## src/rtl/bchn_pkg.sv

```systemverilog
// Shared types and constants for the bump, cliff and hill navigation controller.
// Holds the input, result and configuration structs and the fixed targets.
// No dependencies.
package bchn_pkg;

  localparam int unsigned CfgIdxW  = 3;
  localparam int unsigned CfgDataW = 15;
  localparam int unsigned LegW     = 14;
  localparam int unsigned SteerW   = 11;

  // Configuration register indexes.
  localparam logic [CfgIdxW-1:0] CfgDriveSpeed   = 3'd0;
  localparam logic [CfgIdxW-1:0] CfgTurnSpeed    = 3'd1;
  localparam logic [CfgIdxW-1:0] CfgSlopeEnter   = 3'd2;
  localparam logic [CfgIdxW-1:0] CfgSlopeExit    = 3'd3;
  localparam logic [CfgIdxW-1:0] CfgSteerOffset  = 3'd4;
  localparam logic [CfgIdxW-1:0] CfgReverseDist  = 3'd5;
  localparam logic [CfgIdxW-1:0] CfgHeadingTol   = 3'd6;
  localparam logic [CfgIdxW-1:0] CfgAxisMapping  = 3'd7;

  // Leg targets and turn angle.
  localparam logic [LegW-1:0] LegTargetMax   = 14'd9999;
  localparam logic [LegW-1:0] LegTargetAvoid = 14'd200;
  localparam logic [LegW-1:0] CliffBackupMm  = 14'd100;
  localparam logic [16:0]     TurnDegrees    = 17'd90;

  // Mode codes as shown on the result channel.
  localparam logic [3:0] ModeCodeDrive     = 4'd3;
  localparam logic [3:0] ModeCodeReverse   = 4'd8;
  localparam logic [3:0] ModeCodeLast      = 4'd10;

  typedef struct packed {
    logic               pause_button;
    logic               bump_left;
    logic               bump_center;
    logic               bump_right;
    logic               cliff_left;
    logic               cliff_center;
    logic               cliff_right;
    logic signed [31:0] travelled_mm;
    logic signed [15:0] heading_deg;
    logic signed [15:0] accel_x;
    logic signed [15:0] accel_y;
  } in_t;

  typedef struct packed {
    logic signed [15:0] left_wheel_speed;
    logic signed [15:0] right_wheel_speed;
    logic        [3:0]  mode_code;
  } out_t;

  typedef struct packed {
    logic [9:0]  cruise_speed;
    logic [9:0]  spin_speed;
    logic [14:0] slope_enter_level;
    logic [14:0] slope_exit_level;
    logic [8:0]  steer_offset;
    logic [9:0]  reverse_distance;
    logic [7:0]  heading_tolerance;
    logic        axis_mapping;
  } cfg_t;

endpackage

```

## src/rtl/bchn_cfg_regs.sv

```systemverilog
// Configuration register file for the navigation controller.
// Depends on bchn_pkg for the register indexes and the cfg_t struct.
module bchn_cfg_regs (
  input  logic                           clk_i,
  input  logic                           rst_ni,
  input  logic                           cfg_we_i,
  input  logic [bchn_pkg::CfgIdxW-1:0]   cfg_idx_i,
  input  logic [bchn_pkg::CfgDataW-1:0]  cfg_wdata_i,
  output bchn_pkg::cfg_t                 cfg_o
);
  import bchn_pkg::*;

  cfg_t cfg_q, cfg_d;

  always_comb begin
    cfg_d = cfg_q;
    if (cfg_we_i) begin
      unique case (cfg_idx_i)
        CfgDriveSpeed:  cfg_d.cruise_speed      = cfg_wdata_i[9:0];
        CfgTurnSpeed:   cfg_d.spin_speed        = cfg_wdata_i[9:0];
        CfgSlopeEnter:  cfg_d.slope_enter_level = cfg_wdata_i[14:0];
        CfgSlopeExit:   cfg_d.slope_exit_level  = cfg_wdata_i[14:0];
        CfgSteerOffset: cfg_d.steer_offset      = cfg_wdata_i[8:0];
        CfgReverseDist: cfg_d.reverse_distance  = cfg_wdata_i[9:0];
        CfgHeadingTol:  cfg_d.heading_tolerance = cfg_wdata_i[7:0];
        CfgAxisMapping: cfg_d.axis_mapping      = cfg_wdata_i[0];
        default:        cfg_d = cfg_q;
      endcase
    end
  end

  always_ff @(posedge clk_i or negedge rst_ni) begin
    if (!rst_ni) begin
      cfg_q.cruise_speed      <= 10'd225;
      cfg_q.spin_speed        <= 10'd100;
      cfg_q.slope_enter_level <= 15'd205;
      cfg_q.slope_exit_level  <= 15'd82;
      cfg_q.steer_offset      <= 9'd30;
      cfg_q.reverse_distance  <= 10'd50;
      cfg_q.heading_tolerance <= 8'd2;
      cfg_q.axis_mapping      <= 1'b0;
    end else begin
      cfg_q <= cfg_d;
    end
  end

  assign cfg_o = cfg_q;

endmodule

```

## src/rtl/bchn_ctrl.sv

```systemverilog
// Navigation state machine with its result register.
// Takes one registered tick, updates the mode and manoeuvre state and
// registers the wheel speeds. Depends on bchn_pkg.
module bchn_ctrl (
  input  logic            clk_i,
  input  logic            rst_ni,
  input  logic            item_valid_i,
  input  bchn_pkg::in_t   item_i,
  output logic            item_ready_o,
  input  bchn_pkg::cfg_t  cfg_i,
  output logic            out_valid_o,
  input  logic            out_ready_i,
  output bchn_pkg::out_t  out_data_o
);
  import bchn_pkg::*;

  typedef enum logic [3:0] {
    ModePauseRelease   = 4'd0,
    ModeWaitPress      = 4'd1,
    ModeUnpauseRelease = 4'd2,
    ModeDrive          = 4'd3,
    ModeTurnLeft       = 4'd4,
    ModeTurnRight      = 4'd5,
    ModeTurnLeftHome   = 4'd6,
    ModeTurnRightHome  = 4'd7,
    ModeReverse        = 4'd8,
    ModeRevTurnLeft    = 4'd9,
    ModeRevTurnRight   = 4'd10
  } mode_e;

  mode_e                    mode_q, mode_d, resume_q, resume_d;
  logic signed [31:0]       start_dist_q, start_dist_d;
  logic signed [15:0]       start_head_q, start_head_d;
  logic [LegW-1:0]          leg_q, leg_d;
  logic signed [SteerW-1:0] steer_q, steer_d;
  logic                     out_valid_q;
  out_t                     out_q, out_d;

  logic               advance;
  logic               mark;
  logic               any_bump, any_cliff, head_neg;
  logic signed [32:0] dist_diff;
  logic [32:0]        dmag;
  logic [16:0]        hmag, turned;
  logic signed [16:0] head_diff, perp;
  logic [16:0]        pmag;
  logic signed [15:0] para;
  logic               perp_pos, perp_neg, para_pos, para_neg;
  logic               dist_done, head_off;
  logic signed [SteerW-1:0] off_pos, off_neg;
  logic signed [15:0] drive16, turn16, steer16;

  assign advance      = item_valid_i && (!out_valid_q || out_ready_i);
  assign item_ready_o = advance;

  // Differences are formed one bit wider so that they cannot wrap.
  assign dist_diff = {item_i.travelled_mm[31], item_i.travelled_mm}
                   - {start_dist_q[31], start_dist_q};
  assign dmag      = dist_diff[32] ? 33'(-dist_diff) : 33'(dist_diff);
  assign hmag      = item_i.heading_deg[15] ? 17'(-{1'b1, item_i.heading_deg})
                                            : {1'b0, item_i.heading_deg};
  assign head_diff = {item_i.heading_deg[15], item_i.heading_deg}
                   - {start_head_q[15], start_head_q};
  assign turned    = head_diff[16] ? 17'(-head_diff) : 17'(head_diff);

  assign perp = cfg_i.axis_mapping ? {item_i.accel_x[15], item_i.accel_x}
                                   : 17'(17'sd0 - {item_i.accel_y[15], item_i.accel_y});
  assign para = cfg_i.axis_mapping ? item_i.accel_y : item_i.accel_x;
  assign pmag = perp[16] ? 17'(-perp) : 17'(perp);
  assign perp_pos = !perp[16] && (perp != 17'sd0);
  assign perp_neg = perp[16];
  assign para_pos = !para[15] && (para != 16'sd0);
  assign para_neg = para[15];

  assign any_bump  = item_i.bump_left || item_i.bump_center || item_i.bump_right;
  assign any_cliff = item_i.cliff_left || item_i.cliff_center || item_i.cliff_right;
  assign head_neg  = item_i.heading_deg[15];
  assign dist_done = dmag >= {19'd0, leg_q};
  assign head_off  = hmag >= {9'd0, cfg_i.heading_tolerance};
  assign off_pos   = {2'b00, cfg_i.steer_offset};
  assign off_neg   = SteerW'(-off_pos);

  always_comb begin
    mode_d       = mode_q;
    resume_d     = resume_q;
    leg_d        = leg_q;
    steer_d      = steer_q;
    start_dist_d = start_dist_q;
    start_head_d = start_head_q;
    mark         = 1'b0;

    if (mode_q == ModePauseRelease || mode_q == ModeWaitPress ||
        mode_q == ModeUnpauseRelease || item_i.pause_button) begin
      unique case (mode_q)
        ModePauseRelease:   if (!item_i.pause_button) mode_d = ModeWaitPress;
        ModeUnpauseRelease: if (!item_i.pause_button) mode_d = resume_q;
        ModeWaitPress:      if (item_i.pause_button) mode_d = ModeUnpauseRelease;
        default: begin
          resume_d = mode_q;
          mode_d   = ModePauseRelease;
        end
      endcase
    end else begin
      unique case (mode_q)
        ModeDrive: begin
          priority if (any_cliff) begin
            mark = 1'b1;
            priority if (item_i.cliff_left) begin
              mode_d = ModeRevTurnRight;
              leg_d  = CliffBackupMm;
            end else if (item_i.cliff_right) begin
              mode_d = ModeRevTurnLeft;
              leg_d  = CliffBackupMm;
            end else begin
              mode_d = head_neg ? ModeRevTurnRight : ModeRevTurnLeft;
              leg_d  = {4'd0, cfg_i.reverse_distance};
            end
          end else if (any_bump) begin
            mark = 1'b1;
            // A second bump before the avoidance leg is done backs off instead.
            if (leg_q == LegTargetAvoid) begin
              mode_d = ModeReverse;
              leg_d  = {4'd0, cfg_i.reverse_distance};
            end else begin
              priority if (item_i.bump_left) mode_d = ModeTurnRight;
              else if (item_i.bump_right) mode_d = ModeTurnLeft;
              else mode_d = head_neg ? ModeTurnLeft : ModeTurnRight;
              leg_d = LegTargetAvoid;
            end
          end else if (dist_done && head_off) begin
            mark   = 1'b1;
            mode_d = head_neg ? ModeTurnLeftHome : ModeTurnRightHome;
            leg_d  = LegTargetMax;
          end else if (pmag >= {2'b00, cfg_i.slope_enter_level}) begin
            if (para_pos) begin
              if (perp_pos) steer_d = off_pos;
              else if (perp_neg) steer_d = off_neg;
            end else if (para_neg) begin
              if (perp_pos) steer_d = off_neg;
              else if (perp_neg) steer_d = off_pos;
            end
          end
          // The exit test runs even on a tick that leaves drive.
          if (pmag < {2'b00, cfg_i.slope_exit_level}) steer_d = '0;
        end
        ModeTurnLeft, ModeTurnRight: begin
          if (turned >= TurnDegrees) begin
            mark   = 1'b1;
            mode_d = ModeDrive;
          end
        end
        ModeTurnLeftHome, ModeTurnRightHome: begin
          if (!head_off) begin
            mark   = 1'b1;
            mode_d = ModeDrive;
          end
        end
        ModeReverse: begin
          if (dist_done) begin
            mark   = 1'b1;
            mode_d = head_neg ? ModeTurnLeftHome : ModeTurnRightHome;
            leg_d  = LegTargetMax;
          end
        end
        ModeRevTurnLeft, ModeRevTurnRight: begin
          if (dist_done) begin
            mark   = 1'b1;
            mode_d = (mode_q == ModeRevTurnLeft) ? ModeTurnLeft : ModeTurnRight;
            leg_d  = LegTargetAvoid;
          end
        end
        default: begin
          if (any_bump || any_cliff) begin
            resume_d = ModeDrive;
            mode_d   = ModePauseRelease;
            leg_d    = LegTargetMax;
          end
        end
      endcase
    end

    if (mark) begin
      start_dist_d = item_i.travelled_mm;
      start_head_d = item_i.heading_deg;
    end
  end

  assign drive16 = {6'd0, cfg_i.cruise_speed};
  assign turn16  = {6'd0, cfg_i.spin_speed};
  assign steer16 = {{(16 - SteerW){steer_d[SteerW-1]}}, steer_d};

  always_comb begin
    out_d.left_wheel_speed  = '0;
    out_d.right_wheel_speed = '0;
    out_d.mode_code         = mode_d;
    unique case (mode_d)
      ModeDrive: begin
        out_d.left_wheel_speed  = drive16 + steer16;
        out_d.right_wheel_speed = drive16 - steer16;
      end
      ModeTurnLeft, ModeTurnLeftHome: begin
        out_d.left_wheel_speed  = 16'sd0 - turn16;
        out_d.right_wheel_speed = turn16;
      end
      ModeTurnRight, ModeTurnRightHome: begin
        out_d.left_wheel_speed  = turn16;
        out_d.right_wheel_speed = 16'sd0 - turn16;
      end
      ModeReverse, ModeRevTurnLeft, ModeRevTurnRight: begin
        out_d.left_wheel_speed  = 16'sd0 - drive16;
        out_d.right_wheel_speed = 16'sd0 - drive16;
      end
      default: begin
        out_d.left_wheel_speed  = '0;
        out_d.right_wheel_speed = '0;
      end
    endcase
  end

  always_ff @(posedge clk_i or negedge rst_ni) begin
    if (!rst_ni) begin
      mode_q       <= ModeWaitPress;
      resume_q     <= ModeDrive;
      start_dist_q <= '0;
      start_head_q <= '0;
      leg_q        <= LegTargetMax;
      steer_q      <= '0;
      out_valid_q  <= 1'b0;
    end else if (advance) begin
      mode_q       <= mode_d;
      resume_q     <= resume_d;
      start_dist_q <= start_dist_d;
      start_head_q <= start_head_d;
      leg_q        <= leg_d;
      steer_q      <= steer_d;
      out_valid_q  <= 1'b1;
    end else if (out_ready_i) begin
      out_valid_q  <= 1'b0;
    end
  end

  always_ff @(posedge clk_i) begin
    if (advance) begin
      out_q <= out_d;
    end
  end

  assign out_valid_o = out_valid_q;
  assign out_data_o  = out_q;

endmodule

```

## src/rtl/bump_cliff_hill_navigation_fsm_core.sv

```systemverilog
// Top level of the bump, cliff and hill navigation controller.
// Instantiates bchn_cfg_regs and bchn_ctrl; depends on bchn_pkg.
//
// Usage:
//   Each input beat on in_data_i is one control tick: pause button, bump and
//   cliff switches, odometry distance and heading, and two accelerometer
//   axes. Each tick gives exactly one result beat on out_data_o with both
//   wheel speeds and the mode code after the tick.
//   Both channels use valid/ready. A beat is first captured in an input
//   register and is then worked in a single pass into the result register,
//   which drives out_valid_o and out_data_o. Throughput is one beat per
//   cycle while the receiver takes results; it is set by the state update,
//   which finishes in the cycle a tick leaves the input register.
//   When the receiver stalls, the result register holds its beat, the
//   input register fills, and in_ready_o falls only once both are full.
//   The configuration port writes one register per cycle with cfg_we_i;
//   the user must make writes only while no tick is in flight; the block
//   itself does not enforce this.
//   Reset clears the configuration to its defaults, puts the controller in
//   the wait-for-press mode with drive as the resume mode, and empties both
//   registers.
module bump_cliff_hill_navigation_fsm_core (
  input  logic                           clk_i,
  input  logic                           rst_ni,
  input  logic                           in_valid_i,
  output logic                           in_ready_o,
  input  bchn_pkg::in_t                  in_data_i,
  output logic                           out_valid_o,
  input  logic                           out_ready_i,
  output bchn_pkg::out_t                 out_data_o,
  input  logic                           cfg_we_i,
  input  logic [bchn_pkg::CfgIdxW-1:0]   cfg_idx_i,
  input  logic [bchn_pkg::CfgDataW-1:0]  cfg_wdata_i
);
  import bchn_pkg::*;

  cfg_t cfg;
  in_t  item_q;
  logic item_valid_q;
  logic item_ready;

  assign in_ready_o = !item_valid_q || item_ready;

  always_ff @(posedge clk_i or negedge rst_ni) begin
    if (!rst_ni) begin
      item_valid_q <= 1'b0;
    end else if (in_valid_i && in_ready_o) begin
      item_valid_q <= 1'b1;
    end else if (item_ready) begin
      item_valid_q <= 1'b0;
    end
  end

  always_ff @(posedge clk_i) begin
    if (in_valid_i && in_ready_o) begin
      item_q <= in_data_i;
    end
  end

  bchn_cfg_regs u_cfg (
    .clk_i       (clk_i),
    .rst_ni      (rst_ni),
    .cfg_we_i    (cfg_we_i),
    .cfg_idx_i   (cfg_idx_i),
    .cfg_wdata_i (cfg_wdata_i),
    .cfg_o       (cfg)
  );

  bchn_ctrl u_ctrl (
    .clk_i        (clk_i),
    .rst_ni       (rst_ni),
    .item_valid_i (item_valid_q),
    .item_i       (item_q),
    .item_ready_o (item_ready),
    .cfg_i        (cfg),
    .out_valid_o  (out_valid_o),
    .out_ready_i  (out_ready_i),
    .out_data_o   (out_data_o)
  );

endmodule

```

## config.mk

```make
export PLATFORM = sky130hd
export DESIGN_NAME = bump_cliff_hill_navigation_fsm_core
export DESIGN_NICKNAME = d
export VERILOG_FILES = /design/src/rtl/bchn_pkg.sv /design/src/rtl/bchn_cfg_regs.sv /design/src/rtl/bchn_ctrl.sv /design/src/rtl/bump_cliff_hill_navigation_fsm_core.sv
export SDC_FILE = /design/constraint.sdc
export NUM_CORES = 1
export LEC_CHECK = 0
export BUFFER_PORTS_ARGS = -buffer_cell sky130_fd_sc_hd__buf_2
export CORE_MARGIN = 2
export CORE_UTILIZATION = 51
export CTS_BUF_LIST = sky130_fd_sc_hd__clkbuf_8
export DETAILED_ROUTE_END_ITERATION = 10
export HOLD_SLACK_MARGIN = 0.02
export PLACE_DENSITY = 0.77
export SKIP_CTS_REPAIR_TIMING = 1
export SLEW_MARGIN = 20
export SYNTH_ARGS = -nofsm -noshare
export SYNTH_HDL_FRONTEND = slang
export SYNTH_SLANG_ARGS = --single-unit
```

## constraint.sdc

```tcl
create_clock -name clk_i -period 8.8 [get_ports clk_i]
set_clock_uncertainty 0.05 [all_clocks]
set_input_delay 1.76 -clock clk_i [delete_from_list [all_inputs] [get_ports clk_i]]
set_output_delay 1.76 -clock clk_i [all_outputs]
set_load 0.1 [all_outputs]
```

==> run_results.csv, run 1 <==
group,metric,value,unit
run_status,status,"finished clean",
placed_design,placed_area,21000,um2
global_route,grt_max_degree,88,
sta,fin_tns_setup,0,ns
sta,fin_crit_sh,0.912,
sta,max-slew-margin-rel,0.352,
placed_design,io_buffers,147,
yosys,synthCells,2136,
yosys,syn_nets,2376,
floorplanning,core,38600,um2
yosys,synth_top_cell_area_share,0.172,
global_route,grt_pass1_vias,16900,
critical_path,cp_data_arrival_time,8.43,ns
route,drtIter0Drc,1311,
power,p_per_area,325,nW/um2
placed_design,place_congestion,0.923,
yosys,seq_area_frac_synth,0.373,
yosys,syn-cell-area,19900,um2
yosys,ys_warn_count,0,
layout,drive_gt1_frac,0.194,
route,ant_nets,0,
yosys,async_flop_share,0.581,
route,first_pass_iters,5,
floorplanning,initial_core_util,0.516,
power,ir_drop,0.141,mV
sta,finalSetupViolations,0,
clocking,clockRootBuffer,"clkbuf_8",
critical_path,max_stage_delay,0.41,ns
placed_design,dp_hpwl,37.1,mm
route,drc,0,
floorplanning,dieArea,40600,um2
layout,design_area,22100,um2
route,num_vias,16900,
sta,slew_viol_final,0,
global_route,antenna_found_initial,2,
floorplanning,die_h,201,um
critical_path,cp_slowest_cell,"fa_1",
global_route,grt-ovfl-total,0,
critical_path,endpoint_kind,"flop",
yosys,syn_area_per_cell,9.31,um2
yosys,synth_area_leader_cell,"edfxtp_1",
global_route,grt_pass1_wl,83.8,mm
power,leakage,9.09,nW
layout,fillers,3414,
critical_path,critPathMaxFanout,17,
yosys,synth_top_flop_cell,"dfrtp_1",
clocking,cts.sinks,272,
route,wl_per_cell,17.7,um
clocking,cts_max_level,2,
yosys,ys_ff_latch,272,
power,total_power,7.18,mW
floorplanning,die_w,201,um
clocking,numCtsBuffers,49,
layout,num_antenna_cells,0,
critical_path,cp.required,9.21,ns
run,cap_violations,0,
yosys,ys_types,112,
critical_path,criticalPathCategory,"flop to flop",
clocking,clkTransAtPathRegs,0.06,ns
critical_path,startpoint_type,"flop",
layout,nets,2502,
floorplanning,rows,72,
sta,max_freq,125,MHz
global_route,grt_usage,0.249,
sta,period_needed,8.02,ns
route,drt_wl_total,50.1,mm
layout,area.growth.synth_to_final,11.0,%
clocking,ctsLongestPathBuffers,3,
critical_path,cp_common_cell,"nor2_1",
clocking,cts_tree,"yes",
route,viasPerCell,5.97,
worst_hold_path,hold_path_class,"flop to flop",
floorplanning,io_pins,148,
sta,whs,0.434,ns
sta,tightestPinTransition,0.967,ns
clocking,clock_latency,0.64,ns
sta,hold_violations,0,
yosys,ys_top_cells_by_area,"edfxtp_1, dfrtp_1, ha_1, mux2_2, dfstp_2",
yosys,synth_edf_count,114,
## registers in the layout, summed over array words and instances, names as in the netlist
| name | cells |
|---|---|
| u_ctrl.start_dist_q | 32 |
| u_ctrl.out_valid_o | 1 |
| u_ctrl.start_head_q | 16 |
| item_valid_q | 1 |
| item_q | 87 |
| u_cfg.cfg_o | 78 |
| u_ctrl.steer_q | 11 |
| u_ctrl.out_data_o | 27 |
| u_ctrl.resume_q | 4 |
| u_ctrl.mode_q | 4 |
| u_ctrl.leg_q | 11 |
## kinds of logic after synthesis
logic type	synth area share
buf+inv	0.0486
xor+xnor	0.0489
fa+ha+maj	0.0833
simple gates	0.166
flops	0.373
mux	0.0703
compound gates	0.210
## worst max-delay path: cells and delay by family (launching register included)
family	cells	cell delay (ns)
AO/OA/AOI/OAI	19	3.96
XOR/XNOR	1	0.18
adder cells (fa/ha/maj)	4	1.08
buffers and inverters	2	0.34
flip-flops	1	0.38
AND/OR/NAND/NOR	15	1.84
## metrics by stage
stage           util  worst slack [ns]  cells
2_1_floorplan      -              1.60   2136
3_3_place_gp   0.544             0.859   2729
3_5_place_dp   0.544             0.549   2729
4_1_cts        0.572             0.498   2821
5_1_grt        0.573          -0.00413   2821
6_report       0.573             0.776   2821
## worst paths after layout
kind | to | slack [ns] | startpoint | cells past startpoint
setup / recovery | u_ctrl.out_data_o[13] | 0.78 | u_ctrl.start_dist_q[0] | 41
hold / removal | u_ctrl.leg_q[9] | 0.43 | u_ctrl.leg_q[9] | 2
setup reg to reg | u_ctrl.out_data_o[13] | 0.78 | u_ctrl.start_dist_q[0] | 41
hold reg to reg | u_ctrl.leg_q[9] | 0.43 | u_ctrl.leg_q[9] | 2
max in group asynchronous | u_cfg.cfg_o[8] | 5.84 | rst_ni | 3
min in group asynchronous | u_ctrl.start_dist_q[11] | 1.03 | rst_ni | 1
## final cells by class
cell class / count / area [um2] / area share
clock inverters: 39 / 355 / 0.0161
well taps: 518 / 648 / 0.0294
flip-flops and latches: 272 / 7420 / 0.336
multi-input cells: 1633 / 11500 / 0.521
repair buffers: 166 / 888 / 0.0402
clock buffers: 53 / 729 / 0.0330
inverters: 140 / 526 / 0.0238
## power breakdown
part | switching (mW) | internal (mW) | total, mW | leakage, nW
clock | 0.583 | 0.745 | 1.33 | 0.587
combinational | 2.48 | 1.51 | 3.98 | 5.46
sequential | 0.212 | 1.66 | 1.87 | 3.04
total | 3.28 | 3.91 | 7.18 | 9.09
## cell usage in the layout (no fill, tap or decap), types with 88 or more instances in the layout
cell and count:
nand2_1 198, nor2_1 156, inv_1 146, buf_2 146
a21oi_1 141, o21ai_0 126, ha_1 126, dfrtp_1 125
edfxtp_1 114, mux2_2 88
## cells in the mapped netlist, types with 21 or more instances
master / number
nand2_1: 198
nor2_1: 156
a21oi_1: 141
inv_1: 139
ha_1: 126
o21ai_0: 126
dfrtp_1: 125
edfxtp_1: 114
mux2_2: 88
xnor2_1: 65
clkbuf_1: 55
nor3_1: 55
nand3_1: 46
xor2_1: 46
a31oi_1: 35
dfstp_2: 33
o211ai_1: 32
o21a_1: 30
a21o_1: 28
or3_1: 27
nand2b_1: 25
nand4_1: 25
nor4_1: 21
## per-layer routing
metal	up-vias	share of wire	track usage
met5	-	0.00026	0
met3	100	0.063	0.0394
met1	8016	0.45	0.335
met2	591	0.46	0.410
li1	8143	-	-
met4	2	0.026	0.0832
No activity file was read; power rests on OpenSTA's default activity.
==> run 2, diff against run 1 <==
CELL_PAD_IN_SITES_DETAIL_PLACEMENT = 1   (was default)
CELL_PAD_IN_SITES_GLOBAL_PLACEMENT = 1   (was default)
CORE_UTILIZATION = 49   (was 51)
PLACE_DENSITY = 0.91   (was 0.77)
RECOVER_POWER = 100   (was default)
==> run 2 against run 1 <==
The flow now finishes with violations (capacitance limit, slew limit). Routed wire length increased by 17%. Total power decreased by 1.4%. Critical path depth decreased by 7. First-iteration DRC count decreased by 24%. Flip-flop and latch count unchanged. Critical endpoint unchanged. Largest cell class unchanged. Highest routed layer unchanged.
==> run_results.csv, run 2 (synthesis results as in run 1) <==
group,metric,value,unit
placed_design,place_inst,2738,
floorplanning,initial_core_util,0.498,
critical_path,crit_buf_inv,1,
floorplanning,die_h,205,um
floorplanning,rows,73,
clocking,cts_tree,"yes",
route,drtIter0Drc,1002,
floorplanning,io_pins,148,
layout,largest_reg_flops,87,
sta,period_needed,8.21,ns
layout,final_common_cell,"nand2_1",
clocking,cts.sinks,272,
power,p_per_area,327,nW/um2
sta,tightestPinTransition,3.67,ns
layout,fin_cells,2827,
worst_hold_path,whs_path_depth,1,
clocking,numCtsBuffers,48,
route,num_vias,17200,
critical_path,cp.required,9.22,ns
critical_path,endpoint_kind,"flop",
route,wl_per_cell,20.7,um
sta,max_freq,122,MHz
global_route,antenna_found_initial,2,
route,viasPerCell,6.09,
layout,post-route-util,0.543,
layout,drive_gt1_frac,0.150,
floorplanning,die_w,205,um
critical_path,startpoint_type,"flop",
run,cap_violations,7,
placed_design,place_congestion,0.909,
global_route,grt_pass1_wl,94.7,mm
sta,max-slew-margin-rel,-1.45,
layout,final_cell_mix,"nand2_1, nor2_1, inv_1, a21oi_1, o21ai_0",
critical_path,cp_data_arrival_time,8.63,ns
run_status,status,"complete, but fails checks",
route,ant_nets,0,
critical_path,max_stage_delay,0.71,ns
clocking,cts_max_level,2,
placed_design,io_buffers,147,
layout,nets,2503,
sta,fin_tns_setup,0,ns
route,drt_wl_total,58.5,mm
power,leakage,8.80,nW
clocking,clockRootBuffer,"clkbuf_8",
sta,worst_slack,0.594,ns
global_route,grt-ovfl-total,0,
layout,regMostFlops,"item_q",
route,drc,0,
global_route,grt_max_degree,66,
clocking,clock_latency,0.65,ns
floorplanning,core,39900,um2
sta,rsz0062_at_grt,"false",
placed_design,place_ws,0.665,ns
clocking,ctsLongestPathBuffers,3,
sta,slew_viol_final,343,
route,top_layer,"met5",
sta,hold_violations,0,
critical_path,ff2ff_path_depth,34,
route,wl_met3,2.62,mm
worst_hold_path,hold_path_class,"flop to flop",
critical_path,criticalPathCategory,"flop to flop",
sta,finalSetupViolations,0,
route,first_pass_iters,5,
floorplanning,dieArea,42200,um2
critical_path,cp_top_family,"simple AND/OR/NAND/NOR gates",
placed_design,dp_hpwl,44.2,mm
route,wl_met1,25.7,mm
layout,area.growth.synth_to_final,8.91,%
clocking,clkTransAtPathRegs,0.07,ns
critical_path,critPathMaxFanout,7,
run_status,violations,"capacitance limit, slew limit",
critical_path,cp_slowest_cell,"or4_1",
critical_path,cp_common_cell,"nor2_1",
power,ir_drop,0.145,mV
global_route,grt_usage,0.279,
route,route.met2.wl,28.3,mm
critical_path,crit_cells,34,
global_route,grt_pass1_vias,18100,
sta,fin_crit_sh,0.932,
run 2: path summary, 6_finish.rpt:
check / endpoint / slack [ns] / startpoint
worst max-delay path: u_ctrl.out_data_o[13] / 0.59 / item_q[3]
worst min-delay path: u_ctrl.start_head_q[11] / 0.44 / u_ctrl.start_head_q[11]
worst max register to register: u_ctrl.out_data_o[13] / 0.59 / item_q[3]
worst min register to register: u_ctrl.start_head_q[11] / 0.44 / u_ctrl.start_head_q[11]
max in group asynchronous: u_cfg.cfg_o[65] / 2.08 / rst_ni
min in group asynchronous: u_ctrl.start_dist_q[12] / 2.31 / rst_ni
run 2: cell type report:
type,count,area (um2)
clock inverters,40,195
repair buffers,168,793
clock buffers,48,661
multi-input cells,1633,11400
well taps,525,657
diodes,1,2.50
inverters,140,526
flip-flops and latches,272,7420
fillers,4680,18300
run 2: worst reg2reg max path, delay by kind of cell, from the launching register on:
family	cells	cell delay (ns)
compound gates	13	3.14
xor+xnor	2	0.42
fa+ha+maj	2	0.50
buf+inv	1	0.13
flops	1	0.47
simple gates	16	3.35
run 2: through the flow:
stage	power, mW	hold WS [ns]	instance area, um2
2_1_floorplan	4.98	0.407	19900
3_3_place_gp	5.73	0.423	21000
3_5_place_dp	5.96	0.431	21000
4_1_cts	7.12	0.440	21900
5_1_grt	7.62	0.463	21700
6_report	7.08	0.438	21700
run 2: per-layer routing:
| metal | track usage | up-vias |
|---|---|---|
| met5 | 0 | - |
| met4 | 0.100 | 2 |
| met3 | 0.0447 | 123 |
| met2 | 0.481 | 391 |
| met1 | 0.354 | 8577 |
| li1 | - | 8137 |
run 2: power breakdown:
group	switching, mW	internal [mW]
Sequential	0.217	1.66
Combinational	2.62	1.47
Clock	0.574	0.539
Total	3.41	3.67
==> run 3, diff against run 2 <==
PLACE_DENSITY = default   (was 0.91)
PLACE_DENSITY_LB_ADDON = 0.1   (was default)
==> run 3 against run 2 <==
The run still ends with capacitance limit, slew limit left. Flip-flop and latch count did not move. Count of clock-buffer cells in the layout up 8. Die area is the same. Clock power grew 4%. Worst setup slack improved by 0.18 ns. Largest cell class unchanged. Core utilization rose by 0.10 points. First-iteration DRC count decreased by 24%. Highest routed layer is now met4.
==> run_results.csv, run 3 (synthesis results as in run 1) <==
group,metric,value,unit
sta,tightestPinTransition,5.84,ns
route,first_pass_iters,5,
critical_path,r2r_setup_slack,0.77,ns
route,num_vias,16800,
global_route,grt-ovfl-total,0,
run_status,violations,"capacitance limit, slew limit",
clocking,clockRootBuffer,"clkbuf_8",
power,power.switching,3.33,mW
floorplanning,initial_core_util,0.498,
floorplanning,die_w,205,um
route,drt_wl_total,56.5,mm
sta,max_freq,125,MHz
clocking,cts_tree,"yes",
floorplanning,core,39900,um2
run_status,status,"complete, but fails checks",
global_route,antenna_found_initial,0,
global_route,grt_pass1_vias,17800,
layout,regMostFlops,"item_q",
clocking,cts_max_level,2,
layout,area.growth.synth_to_final,9.12,%
layout,nets,2500,
critical_path,criticalPathCategory,"flop to flop",
power,power_frac_comb,0.571,
placed_design,place_congestion,0.889,
sta,hold_violations,0,
clocking,numCtsBuffers,48,
critical_path,cp_slowest_cell,"fa_1",
floorplanning,dieArea,42200,um2
power,swShare,0.473,
critical_path,max_stage_delay,0.40,ns
sta,slew_viol_final,359,
layout,num_antenna_cells,0,
route,drc,0,
floorplanning,die_h,205,um
power,p_int,3.71,mW
global_route,grt_pass1_wl,92.7,mm
power,p_seq_frac,0.266,
route,viasPerCell,5.96,
clocking,clock_latency,0.64,ns
power,leakage,8.84,nW
layout,final_cell_mix,"nand2_1, inv_1, nor2_1, a21oi_1, o21ai_0",
critical_path,cp_data_arrival_time,8.43,ns
power,total_power,7.04,mW
route,drtIter0Drc,758,
run,cap_violations,8,
critical_path,cp_common_cell,"nor2_1",
power,ir_drop,0.177,mV
sta,period_needed,8.03,ns
sta,max-slew-margin-rel,-2.89,
power,p_per_area,324,nW/um2
critical_path,critPathMaxFanout,7,
critical_path,cp.required,9.20,ns
floorplanning,rows,73,
sta,fin_crit_sh,0.912,
layout,final_common_cell,"nand2_1",
sta,fin_tns_setup,0,ns
placed_design,io_buffers,147,
critical_path,endpoint_kind,"flop",
route,wl_per_cell,20.0,um
power,clock_power_share,0.163,
clocking,cts.sinks,272,
placed_design,dp_hpwl,43.1,mm
layout,design_area,21700,um2
layout,largest_reg_flops,87,
layout,drive_gt1_frac,0.152,
floorplanning,io_pins,148,
global_route,grt_usage,0.272,
route,ant_nets,0,
global_route,grt_max_degree,99,
sta,finalSetupViolations,0,
clocking,clkTransAtPathRegs,0.06,ns
sta,rsz0062_at_grt,"false",
critical_path,startpoint_type,"flop",
worst_hold_path,hold_path_class,"flop to flop",
clocking,ctsLongestPathBuffers,3,
placed_design,placed_area,21000,um2
-- run 3: worst paths after layout --
kind | start | cells past startpoint | endpoint
hold reg to reg | u_ctrl.leg_q[9] | 2 | u_ctrl.leg_q[9]
max in group asynchronous | rst_ni | 2 | u_cfg.cfg_o[54]
setup reg to reg | item_q[48] | 41 | u_ctrl.out_data_o[13]
min in group asynchronous | rst_ni | 1 | u_ctrl.start_dist_q[26]
hold / removal | u_ctrl.leg_q[9] | 2 | u_ctrl.leg_q[9]
setup / recovery | item_q[48] | 41 | u_ctrl.out_data_o[13]
-- run 3: stage by stage --
| stage | hold slack, ns | util | std cells | worst slack [ns] |
|---|---|---|---|---|
| after CTS | 0.438 | 0.549 | 2825 | 0.773 |
| after floorplan | 0.407 | - | 2136 | 1.60 |
| after global routing | 0.453 | 0.544 | 2825 | 0.0185 |
| after detailed placement | 0.428 | 0.526 | 2735 | 0.833 |
| after global placement | 0.422 | 0.526 | 2735 | 1.21 |
| final | 0.435 | 0.544 | 2825 | 0.772 |
-- run 3: critical path: cells and delay by family (launching register included) --
kind	cells	cell delay, ns
buffers and inverters	1	0.05
XOR/XNOR	1	0.20
AND/OR/NAND/NOR	15	1.87
adder cells (fa/ha/maj)	4	1.22
flip-flops	1	0.35
AO/OA/AOI/OAI	20	4.11
-- run 3: layout make-up --
class	count	area, um2
Tap cell	525	657
Fill cell	4674	18200
Timing Repair Buffer	165	781
Sequential cell	272	7420
Clock buffer	56	771
Multi-Input combinational cell	1633	11400
Clock inverter	34	156
Inverter	140	526
-- run 3: layer usage --
metal / global-route usage / routed length, um / up-vias
met1: 0.351 / 25700 / 8305
met3: 0.0360 / 1900 / 103
met4: 0.0961 / 1720 / 0
met5: 0 / 0 / -
li1: - / - / 8132
met2: 0.467 / 27300 / 297
-- run 3: power groups by stage --
stage / logic, mW / registers (mW) / clock network (mW)
after floorplan: 2.98 / 2.00 / 0
after global placement: 3.89 / 1.87 / 0
after detailed placement: 4.04 / 1.89 / 0
after CTS: 4.07 / 1.87 / 1.18
after global routing: 4.47 / 1.92 / 1.24
final: 4.02 / 1.87 / 1.15
